<file path="src/gsci_pkg.sv">
package gsci_pkg;

    localparam int MAX_STOPS = 16;
    localparam int IDX_W     = $clog2(MAX_STOPS);
    localparam int CNT_W     = $clog2(MAX_STOPS + 1);

    localparam int OFF_W     = 16;
    localparam int CH_W      = 8;
    localparam int LANES     = 4;
    localparam int COL_W     = CH_W * LANES;
    localparam int NUM_W     = CH_W + OFF_W;

    localparam int DIV_STEPS = CH_W;
    localparam int DIVC_W    = $clog2(DIV_STEPS);

    localparam logic [OFF_W-1:0] ONE_Q15 = OFF_W'(32768);

    // Beat kinds carried in the low tuser bit.
    localparam logic FUNC_LOAD = 1'b0;
    localparam logic FUNC_EVAL = 1'b1;

    // Table read address selection.
    localparam logic [1:0] RD_FIRST  = 2'd0;
    localparam logic [1:0] RD_LAST   = 2'd1;
    localparam logic [1:0] RD_SECOND = 2'd2;
    localparam logic [1:0] RD_NEXT   = 2'd3;

    // Result source selection.
    localparam logic [1:0] RES_ZERO  = 2'd0;
    localparam logic [1:0] RES_COL   = 2'd1;
    localparam logic [1:0] RES_DIV   = 2'd2;

    typedef struct packed {
        logic       accept_load;
        logic       accept_eval;
        logic       rd_en;
        logic [1:0] rd_sel;
        logic       save_prev;
        logic       setup_en;
        logic       mul_en;
        logic       div_step;
        logic       res_en;
        logic [1:0] res_sel;
        logic       out_load;
    } gsci_cmd_t;

    typedef struct packed {
        logic cnt_zero;
        logic cnt_one;
        logic pos_le;
        logic pos_ge;
        logic off_lt;
        logic d_zero;
    } gsci_stat_t;

endpackage

</file>
<file path="src/gsci_ctrl.sv">
module gsci_ctrl (
    input  logic                 aclk,
    input  logic                 aresetn,
    input  logic                 s_tvalid,
    output logic                 s_tready,
    input  logic                 in_func,
    output logic                 m_tvalid,
    input  logic                 m_tready,
    input  gsci_pkg::gsci_stat_t stat,
    output gsci_pkg::gsci_cmd_t  cmd
);

    localparam logic [2:0] S_IDLE  = 3'd0;
    localparam logic [2:0] S_FIRST = 3'd1;
    localparam logic [2:0] S_LAST  = 3'd2;
    localparam logic [2:0] S_SRCH  = 3'd3;
    localparam logic [2:0] S_MUL   = 3'd4;
    localparam logic [2:0] S_DIV   = 3'd5;
    localparam logic [2:0] S_PACK  = 3'd6;
    localparam logic [2:0] S_OUT   = 3'd7;

    logic [2:0]                  state_reg, state_next;
    logic [gsci_pkg::DIVC_W-1:0] div_cnt_reg, div_cnt_next;
    logic                        m_tvalid_reg, m_tvalid_next;

    always_comb begin
        cmd          = '0;
        state_next   = state_reg;
        div_cnt_next = div_cnt_reg;
        s_tready     = 1'b0;
        case (state_reg)
            S_IDLE: begin
                s_tready = 1'b1;
                if (s_tvalid) begin
                    if (in_func == gsci_pkg::FUNC_LOAD) begin
                        cmd.accept_load = 1'b1;
                    end else begin
                        cmd.accept_eval = 1'b1;
                        cmd.rd_en       = 1'b1;
                        cmd.rd_sel      = gsci_pkg::RD_FIRST;
                        state_next      = S_FIRST;
                    end
                end
            end
            S_FIRST: begin
                if (stat.cnt_zero) begin
                    cmd.res_en  = 1'b1;
                    cmd.res_sel = gsci_pkg::RES_ZERO;
                    state_next  = S_OUT;
                end else if (stat.cnt_one || stat.pos_le) begin
                    cmd.res_en  = 1'b1;
                    cmd.res_sel = gsci_pkg::RES_COL;
                    state_next  = S_OUT;
                end else begin
                    cmd.save_prev = 1'b1;
                    cmd.rd_en     = 1'b1;
                    cmd.rd_sel    = gsci_pkg::RD_LAST;
                    state_next    = S_LAST;
                end
            end
            S_LAST: begin
                if (stat.pos_ge) begin
                    cmd.res_en  = 1'b1;
                    cmd.res_sel = gsci_pkg::RES_COL;
                    state_next  = S_OUT;
                end else begin
                    cmd.rd_en  = 1'b1;
                    cmd.rd_sel = gsci_pkg::RD_SECOND;
                    state_next = S_SRCH;
                end
            end
            S_SRCH: begin
                if (stat.off_lt) begin
                    cmd.save_prev = 1'b1;
                    cmd.rd_en     = 1'b1;
                    cmd.rd_sel    = gsci_pkg::RD_NEXT;
                end else if (stat.d_zero) begin
                    cmd.res_en  = 1'b1;
                    cmd.res_sel = gsci_pkg::RES_COL;
                    state_next  = S_OUT;
                end else begin
                    cmd.setup_en = 1'b1;
                    state_next   = S_MUL;
                end
            end
            S_MUL: begin
                cmd.mul_en   = 1'b1;
                div_cnt_next = '0;
                state_next   = S_DIV;
            end
            S_DIV: begin
                cmd.div_step = 1'b1;
                div_cnt_next = div_cnt_reg + 1'b1;
                if (div_cnt_reg == gsci_pkg::DIVC_W'(gsci_pkg::DIV_STEPS - 1)) begin
                    state_next = S_PACK;
                end
            end
            S_PACK: begin
                cmd.res_en  = 1'b1;
                cmd.res_sel = gsci_pkg::RES_DIV;
                state_next  = S_OUT;
            end
            S_OUT: begin
                if (!m_tvalid_reg || m_tready) begin
                    cmd.out_load = 1'b1;
                    state_next   = S_IDLE;
                end
            end
            default: begin
                state_next = S_IDLE;
            end
        endcase
    end

    always_comb begin
        if (cmd.out_load) begin
            m_tvalid_next = 1'b1;
        end else if (m_tready) begin
            m_tvalid_next = 1'b0;
        end else begin
            m_tvalid_next = m_tvalid_reg;
        end
    end

    always_ff @(posedge aclk) begin
        if (!aresetn) begin
            state_reg    <= S_IDLE;
            div_cnt_reg  <= '0;
            m_tvalid_reg <= 1'b0;
        end else begin
            state_reg    <= state_next;
            div_cnt_reg  <= div_cnt_next;
            m_tvalid_reg <= m_tvalid_next;
        end
    end

    assign m_tvalid = m_tvalid_reg;

endmodule

</file>
<file path="src/gsci_datapath.sv">
module gsci_datapath (
    input  logic                           aclk,
    input  logic                           aresetn,
    input  gsci_pkg::gsci_cmd_t            cmd,
    output gsci_pkg::gsci_stat_t           stat,
    input  logic                           in_first,
    input  logic [gsci_pkg::OFF_W-1:0]     in_offset,
    input  logic [gsci_pkg::COL_W-1:0]     in_color,
    input  logic [gsci_pkg::OFF_W-1:0]     in_position,
    output logic [gsci_pkg::COL_W-1:0]     out_color
);

    // Stop tables: one write port for loads, one registered read port.
    logic [gsci_pkg::OFF_W-1:0] offset_mem [gsci_pkg::MAX_STOPS];
    logic [gsci_pkg::COL_W-1:0] color_mem  [gsci_pkg::MAX_STOPS];

    logic [gsci_pkg::CNT_W-1:0] count_reg, count_next;
    logic [gsci_pkg::OFF_W-1:0] last_reg, last_next;

    logic [gsci_pkg::CNT_W-1:0] base_cnt;
    logic [gsci_pkg::OFF_W-1:0] base_last;
    logic [gsci_pkg::OFF_W-1:0] off_clamp;
    logic                       load_ok;

    logic [gsci_pkg::IDX_W-1:0] raddr;
    logic [gsci_pkg::IDX_W-1:0] k_reg;
    logic [gsci_pkg::OFF_W-1:0] off_q_reg;
    logic [gsci_pkg::COL_W-1:0] col_q_reg;

    logic [gsci_pkg::OFF_W-1:0] pos_reg;
    logic [gsci_pkg::OFF_W-1:0] prev_off_reg;
    logic [gsci_pkg::COL_W-1:0] prev_col_reg;

    logic [gsci_pkg::OFF_W-1:0] d_reg, t_reg, dt_reg;
    logic [gsci_pkg::COL_W-1:0] ca_reg, cb_reg;

    logic [gsci_pkg::OFF_W-1:0] rem_reg [gsci_pkg::LANES];
    logic [gsci_pkg::CH_W-1:0]  low_reg [gsci_pkg::LANES];
    logic [gsci_pkg::CH_W-1:0]  quo_reg [gsci_pkg::LANES];
    logic [gsci_pkg::COL_W-1:0] quo_all;

    logic [gsci_pkg::COL_W-1:0] res_reg;
    logic [gsci_pkg::COL_W-1:0] out_reg;

    // Load: a first stop restarts the table; the offset never falls below the
    // previous one nor rises above 1.0.
    always_comb begin
        base_cnt  = in_first ? '0 : count_reg;
        base_last = in_first ? '0 : last_reg;
        load_ok   = base_cnt < gsci_pkg::CNT_W'(gsci_pkg::MAX_STOPS);
        off_clamp = (in_offset < base_last) ? base_last : in_offset;
        if (off_clamp > gsci_pkg::ONE_Q15) begin
            off_clamp = gsci_pkg::ONE_Q15;
        end
        count_next = count_reg;
        last_next  = last_reg;
        if (cmd.accept_load) begin
            count_next = base_cnt;
            last_next  = base_last;
            if (load_ok) begin
                count_next = base_cnt + 1'b1;
                last_next  = off_clamp;
            end
        end
    end

    always_ff @(posedge aclk) begin
        if (!aresetn) begin
            count_reg <= '0;
            last_reg  <= '0;
        end else begin
            count_reg <= count_next;
            last_reg  <= last_next;
        end
    end

    always_comb begin
        case (cmd.rd_sel)
            gsci_pkg::RD_FIRST:  raddr = '0;
            gsci_pkg::RD_LAST:   raddr = gsci_pkg::IDX_W'(count_reg - 1'b1);
            gsci_pkg::RD_SECOND: raddr = gsci_pkg::IDX_W'(1);
            gsci_pkg::RD_NEXT:   raddr = k_reg + 1'b1;
            default:             raddr = '0;
        endcase
    end

    always_ff @(posedge aclk) begin
        if (cmd.accept_load && load_ok) begin
            offset_mem[base_cnt[gsci_pkg::IDX_W-1:0]] <= off_clamp;
            color_mem[base_cnt[gsci_pkg::IDX_W-1:0]]  <= in_color;
        end
        if (cmd.rd_en) begin
            off_q_reg <= offset_mem[raddr];
            col_q_reg <= color_mem[raddr];
            k_reg     <= raddr;
        end
    end

    assign stat.cnt_zero = count_reg == '0;
    assign stat.cnt_one  = count_reg == gsci_pkg::CNT_W'(1);
    assign stat.pos_le   = pos_reg <= off_q_reg;
    assign stat.pos_ge   = pos_reg >= off_q_reg;
    assign stat.off_lt   = off_q_reg < pos_reg;
    assign stat.d_zero   = off_q_reg == prev_off_reg;

    always_ff @(posedge aclk) begin
        if (cmd.accept_eval) begin
            pos_reg <= in_position;
        end
        if (cmd.save_prev) begin
            prev_off_reg <= off_q_reg;
            prev_col_reg <= col_q_reg;
        end
        if (cmd.setup_en) begin
            d_reg  <= off_q_reg - prev_off_reg;
            t_reg  <= pos_reg - prev_off_reg;
            dt_reg <= off_q_reg - pos_reg;
            ca_reg <= prev_col_reg;
            cb_reg <= col_q_reg;
        end
    end

    // Four channel lanes. The rounded numerator stays below 256*d, so the
    // top sixteen bits start below d and eight restoring steps give the quotient.
    always_ff @(posedge aclk) begin
        logic [gsci_pkg::NUM_W-1:0] num;
        logic [gsci_pkg::OFF_W:0]   trial;
        for (int i = 0; i < gsci_pkg::LANES; i++) begin
            if (cmd.mul_en) begin
                num = gsci_pkg::NUM_W'(ca_reg[i*gsci_pkg::CH_W +: gsci_pkg::CH_W])
                        * gsci_pkg::NUM_W'(dt_reg)
                    + gsci_pkg::NUM_W'(cb_reg[i*gsci_pkg::CH_W +: gsci_pkg::CH_W])
                        * gsci_pkg::NUM_W'(t_reg)
                    + gsci_pkg::NUM_W'(d_reg >> 1);
                rem_reg[i] <= num[gsci_pkg::NUM_W-1:gsci_pkg::CH_W];
                low_reg[i] <= num[gsci_pkg::CH_W-1:0];
                quo_reg[i] <= '0;
            end else if (cmd.div_step) begin
                trial = {rem_reg[i], low_reg[i][gsci_pkg::CH_W-1]};
                low_reg[i] <= {low_reg[i][gsci_pkg::CH_W-2:0], 1'b0};
                if (trial >= {1'b0, d_reg}) begin
                    rem_reg[i] <= gsci_pkg::OFF_W'(trial - {1'b0, d_reg});
                    quo_reg[i] <= {quo_reg[i][gsci_pkg::CH_W-2:0], 1'b1};
                end else begin
                    rem_reg[i] <= trial[gsci_pkg::OFF_W-1:0];
                    quo_reg[i] <= {quo_reg[i][gsci_pkg::CH_W-2:0], 1'b0};
                end
            end
        end
    end

    always_comb begin
        for (int i = 0; i < gsci_pkg::LANES; i++) begin
            quo_all[i*gsci_pkg::CH_W +: gsci_pkg::CH_W] = quo_reg[i];
        end
    end

    always_ff @(posedge aclk) begin
        if (cmd.res_en) begin
            case (cmd.res_sel)
                gsci_pkg::RES_ZERO: res_reg <= '0;
                gsci_pkg::RES_COL:  res_reg <= col_q_reg;
                gsci_pkg::RES_DIV:  res_reg <= quo_all;
                default:            res_reg <= '0;
            endcase
        end
        if (cmd.out_load) begin
            out_reg <= res_reg;
        end
    end

    assign out_color = out_reg;

endmodule

</file>
<file path="src/gradient_stop_color_interpolator_core.sv">
// Gradient colour-stop interpolator. Load beats (tuser bit 0 low) append one
// colour stop to a sixteen-entry table, with its offset clamped between the
// previous stop's offset and 1.0 (Q1.15, 32768); tuser bit 1 high restarts the
// table with that stop, and stops beyond the sixteenth are dropped. Evaluate
// beats (tuser bit 0 high) return one RGBA beat: transparent black for an empty
// table, the first colour at or below the first offset, the last colour at or
// above the last offset, and otherwise each channel interpolated between the
// two stops around the position, rounded to nearest with ties upward. A load
// beat keeps the input ready. An evaluate beat holds the input off while it
// reads the first stop, which settles an empty table or the first colour, then
// the last stop, which settles the last colour, and otherwise walks on from
// the second stop to the segment around the position, one entry per cycle,
// as the table has a single read port; the four channel lanes then run eight
// restoring division steps side by side. A finished result sits in the output
// register, so load beats continue to be taken while it waits; a further
// evaluate beat stalls only in its output state until that register is free.
module gradient_stop_color_interpolator_core (
    input  logic        aclk,
    input  logic        aresetn,
    input  logic        s_tvalid,
    output logic        s_tready,
    // s_tdata, lowest bit up: stop_offset[15:0], stop_red[23:16],
    // stop_green[31:24], stop_blue[39:32], stop_alpha[47:40], position[63:48]
    input  logic [63:0] s_tdata,
    // s_tuser, lowest bit up: func[0], first_stop[1]
    input  logic [1:0]  s_tuser,
    output logic        m_tvalid,
    input  logic        m_tready,
    // m_tdata, lowest bit up: out_red[7:0], out_green[15:8], out_blue[23:16],
    // out_alpha[31:24]
    output logic [31:0] m_tdata
);

    gsci_pkg::gsci_cmd_t  cmd;
    gsci_pkg::gsci_stat_t stat;

    // The controller sequences table reads, the division and the output beat.
    gsci_ctrl u_ctrl (
        .aclk     (aclk),
        .aresetn  (aresetn),
        .s_tvalid (s_tvalid),
        .s_tready (s_tready),
        .in_func  (s_tuser[0]),
        .m_tvalid (m_tvalid),
        .m_tready (m_tready),
        .stat     (stat),
        .cmd      (cmd)
    );

    // The datapath holds the stop tables, the channel lanes and the output data.
    gsci_datapath u_dp (
        .aclk        (aclk),
        .aresetn     (aresetn),
        .cmd         (cmd),
        .stat        (stat),
        .in_first    (s_tuser[1]),
        .in_offset   (s_tdata[15:0]),
        .in_color    (s_tdata[47:16]),
        .in_position (s_tdata[63:48]),
        .out_color   (m_tdata)
    );

endmodule

</file>
<file path="config.mk">
export PLATFORM = sky130hd
export DESIGN_NAME = gradient_stop_color_interpolator_core
export DESIGN_NICKNAME = d
export VERILOG_FILES = /design/src/gsci_pkg.sv /design/src/gsci_ctrl.sv /design/src/gsci_datapath.sv /design/src/gradient_stop_color_interpolator_core.sv
export SDC_FILE = /design/constraint.sdc
export NUM_CORES = 2
export LEC_CHECK = 0
export ABC_AREA = 1
export BUFFER_PORTS_ARGS = -buffer_cell sky130_fd_sc_hd__buf_2
export CAP_MARGIN = 20
export CORE_ASPECT_RATIO = 0.7
export CORE_MARGIN = 2
export CORE_UTILIZATION = 50
export CTS_CLUSTER_SIZE = 28
export DETAILED_ROUTE_END_ITERATION = 10
export PLACE_DENSITY = 0.79
export SETUP_SLACK_MARGIN = 0.4
export SLEW_MARGIN = 20
export SYNTH_ARGS = -nofsm -noshare
export SYNTH_HDL_FRONTEND = slang
export SYNTH_SLANG_ARGS = --single-unit
</file>
<file path="constraint.sdc">
create_clock -name aclk -period 10.59 [get_ports aclk]
set_clock_uncertainty 0.05 [all_clocks]
set_input_delay 2.118 -clock aclk [delete_from_list [all_inputs] [get_ports aclk]]
set_output_delay 2.118 -clock aclk [all_outputs]
set_load 0.005 [all_outputs]
</file>
==> flow_metrics.py <==
metrics = {
    "cts": {
        "postCtsHoldBufs": 0,
        "cts_root_buf": "clkbuf_16",
        "cts_tree": "done",
        "cts_setup_buffers": 0,
        "clk_pin_slew_ps": 70,
        "cts-htree-levels": 3,
        "clock_latency_ps": 810,
        "clock-sinks": 1216,
        "numCtsBuffers": 121,
        "cts_max_path_buffers": 3,
        "cts-resized-gates": 0,
    },
    "floorplan": {
        "start_util_pct": 50.5,
        "dieArea_um2": 183000,
        "die_w_um": 510,
        "dieHeight_um": 358,
        "io_pins": 104,
        "coreArea_um2": 177000,
        "row_count": 129,
    },
    "setup_path": {
        "cpMaxStageDelayCell": "edfxtp_1",
        "path_cells": "nand2_1 > fa_1 > inv_1 > fa_1 > fa_1 > fa_1 > fa_1 > inv_1 > fa_1 > inv_1 > ha_1 > nand2_1 > nor2_1 > a21oi_1 > o21ai_0 > inv_1 > o21ai_0 > a21oi_1 > o21bai_1 > nand2_1 > nand3_1 > nand3_1",
        "path_max_fanout": 16,
        "required_ps": 11030,
        "crit_buf_inv": 4,
        "arrival_ps": 7540,
        "cp_top_family": "adder cells",
        "crit_top_cell": "fa_1",
        "path_class": "reg2reg",
        "cp.depth": 22,
        "worstSetupStartpointType": "flop",
        "critPathMaxStageDelay_ps": 960,
        "ff2ff_path_depth": 22,
        "end_kind": "flop",
    },
    "layout": {
        "nets": 10900,
        "layout-area-overhead-vs-synth_pct": 7.39,
        "multi_input_area_um2": 43000,
        "final_common_cell": "nand2_1",
        "drive_above_1_share_pct": 4.86,
        "fin_cells": 11900,
        "fill_cells": 14600,
        "regArea_um2": 36200,
        "final_cell_mix": "2514 x nand2_1, 2287 x inv_1, 1187 x edfxtp_1",
        "largest_reg_flops": 512,
        "fin_area_um2": 96200,
    },
    "place": {
        "placed_area_um2": 92100,
        "dp.cells": 11700,
        "gp_congestion": 0.988,
        "dp_hpwl_um": 171000,
        "io_buffers": 103,
    },
    "power_and_ir_drop": {
        "p_seq_share_pct": 23.7,
        "comb_power_share_pct": 62.1,
        "peakVddDrop_mv": 0.510,
        "clkPwrFrac_pct": 14.2,
        "swShare_pct": 47.7,
        "p_sw_mw": 15.0,
        "p_total_mw": 31.4,
        "p_leak_nw": 46.0,
        "cell_internal_pwr_mw": 16.4,
        "pwr_density_cell_nw_per_um2": 326,
    },
    "synth": {
        "synth_cell_type_count": 56,
        "synthFlopType": "edfxtp_1",
        "synth_edf_count": 1187,
        "synthCells": 9571,
        "yosys.area.top_type": "edfxtp_1",
        "synth_area_um2": 89600,
        "yosysWarnings": 0,
        "synth_area_leaders": "edfxtp_1 40%, fa_1 20%, nand2_1 11%",
        "synth.avg_cell_area_um2": 9.36,
        "yosys.area.top_type_share_pct": 39.8,
        "synth_nets": 11000,
        "ys_seq_area_share_pct": 40.4,
        "ys_ff_latch": 1216,
        "synthArstFlopShare_pct": 0,
    },
    "status": {
        "status": "finished clean",
    },
    "route": {
        "via_count": 66400,
        "wl_um": 256000,
        "drcViolationCount": 0,
        "drtPass1Iterations": 8,
        "viasPerCell": 5.56,
        "avgRoutedWirePerCell_um": 21.4,
        "first_iter_violations": 9262,
        "route.antenna.remaining_nets": 0,
    },
    "global_routing": {
        "grt_overflow_total": 0,
        "antenna_found_initial": 20,
        "grt_pass1_wl_um": 392000,
        "grt_pass1_vias": 66700,
        "grt.total_usage_pct": 28.3,
        "grt_max_degree": 146,
    },
    "sta": {
        "slew_headroom_pct": 22.9,
        "fmax_mhz": 141,
        "final.setup.tns_ps": 0,
        "finalSetupViolCount": 0,
        "slew_violations": 0,
        "worst_slew_pin_slew_ps": 1150,
        "rsz0062_at_grt": "no",
        "post-route-period-util_pct": 67.0,
        "whs_ps": 361,
        "hold_violations": 0,
        "fin_crit_ps": 7100,
    },
    "worst_hold_path": {
        "hold_class": "reg2reg",
        "min_path_cells": 0,
    },
    "run": {
        "drv_cap": 0,
    },
}
==> through the flow <==
stage,worst slack (ps),util [%]
floorplan,559,-
global placement,3240,51.9
detailed placement,3380,51.9
CTS,3670,54.2
global route,3150,54.2
finish,3490,54.2
==> synth_stat cells (all sizes together) (4+ instances only) <==
library cell and n:
a211oi 11, buf 135, a31oi 19, o221ai 7, dfxtp 29, nand2 2521, inv 2302, a221oi 6
xnor2 55, ha 433, o21bai 20, a21boi 6, clkinv 5, nand3b 52, a21oi 274, fa 899
or2 20, xor2 84, edfxtp 1187, a21o 12, nor2 178, nand3 665, o21ai 182, nor3 21
o2111ai 4, o21a 4, clkbuf 298, o211ai 78, nand4 39, nor4 8
==> worst register-to-register path, cell delays in order, from the launching register on <==
cell and delay, ps:
edfxtp_1 960, nand2_1 200, fa_1 580, inv_1 60, fa_1 490, fa_1 540, fa_1 440, fa_1 490
inv_1 50, fa_1 470, inv_1 40, ha_1 350, nand2_1 100, nor2_1 330, a21oi_1 180, o21ai_0 420
inv_1 70, o21ai_0 350, a21oi_1 190, o21bai_1 220, nand2_1 70, nand3_1 90, nand3_1 70
==> area by class of cell <==
type,count,area share [%]
multi-input cells,5615,44.7
flip-flops and latches,1216,37.7
inverters,2307,9.02
clock buffers,140,3.28
well taps,2358,3.07
repair buffers,200,1.31
clock inverters,82,0.977
diodes,12,0.0312
==> final timing paths <==
kind	start	to	slack [ps]
hold reg to reg	u_dp.prev_col_reg[27]	u_dp.ca_reg[27]	360
setup reg to reg	u_dp.cb_reg[10]	u_dp.rem_reg[1][11]	3490
setup / recovery	u_dp.cb_reg[10]	u_dp.rem_reg[1][11]	3490
hold / removal	u_dp.prev_col_reg[27]	u_dp.ca_reg[27]	360
==> power by group through the flow <==
| stage | registers [mW] | logic, mW | clock network (mW) |
|---|---|---|---|
| 2_1_floorplan | 7.20 | 14.3 | 0 |
| 3_3_place_gp | 7.47 | 18.5 | 0 |
| 3_5_place_dp | 7.47 | 18.9 | 0 |
| 4_1_cts | 7.40 | 19.1 | 4.48 |
| 5_1_grt | 7.46 | 21.9 | 4.66 |
| 6_report | 7.44 | 19.5 | 4.47 |
==> metal layers <==
metal  up-vias  part of all wire [%]  track usage (%)
met1     32000                    38             39.3
met2      4459                    42             40.2
met4        14                   5.1             12.9
li1      29200                     -                -
met5         -                 0.038                0
met3       703                    15             9.54
==> logic make-up (layout without fill, tap and decap cells) <==
logic type                 count (synthesis)  count (layout)  synth area share, %
AOI/OAI and AO/OA                        637             637                 4.12
xor gates and xnor gates                 139             139                 1.36
adders and majority gates               1332            1332                 26.1
buffers and inverters                   2740            2729                 11.9
DFF                                     1216            1216                 40.4
other                                      0              12                    0
and+or+nand+nor                         3507            3507                 16.1
Note: power is estimated with default switching activity, not from simulation.
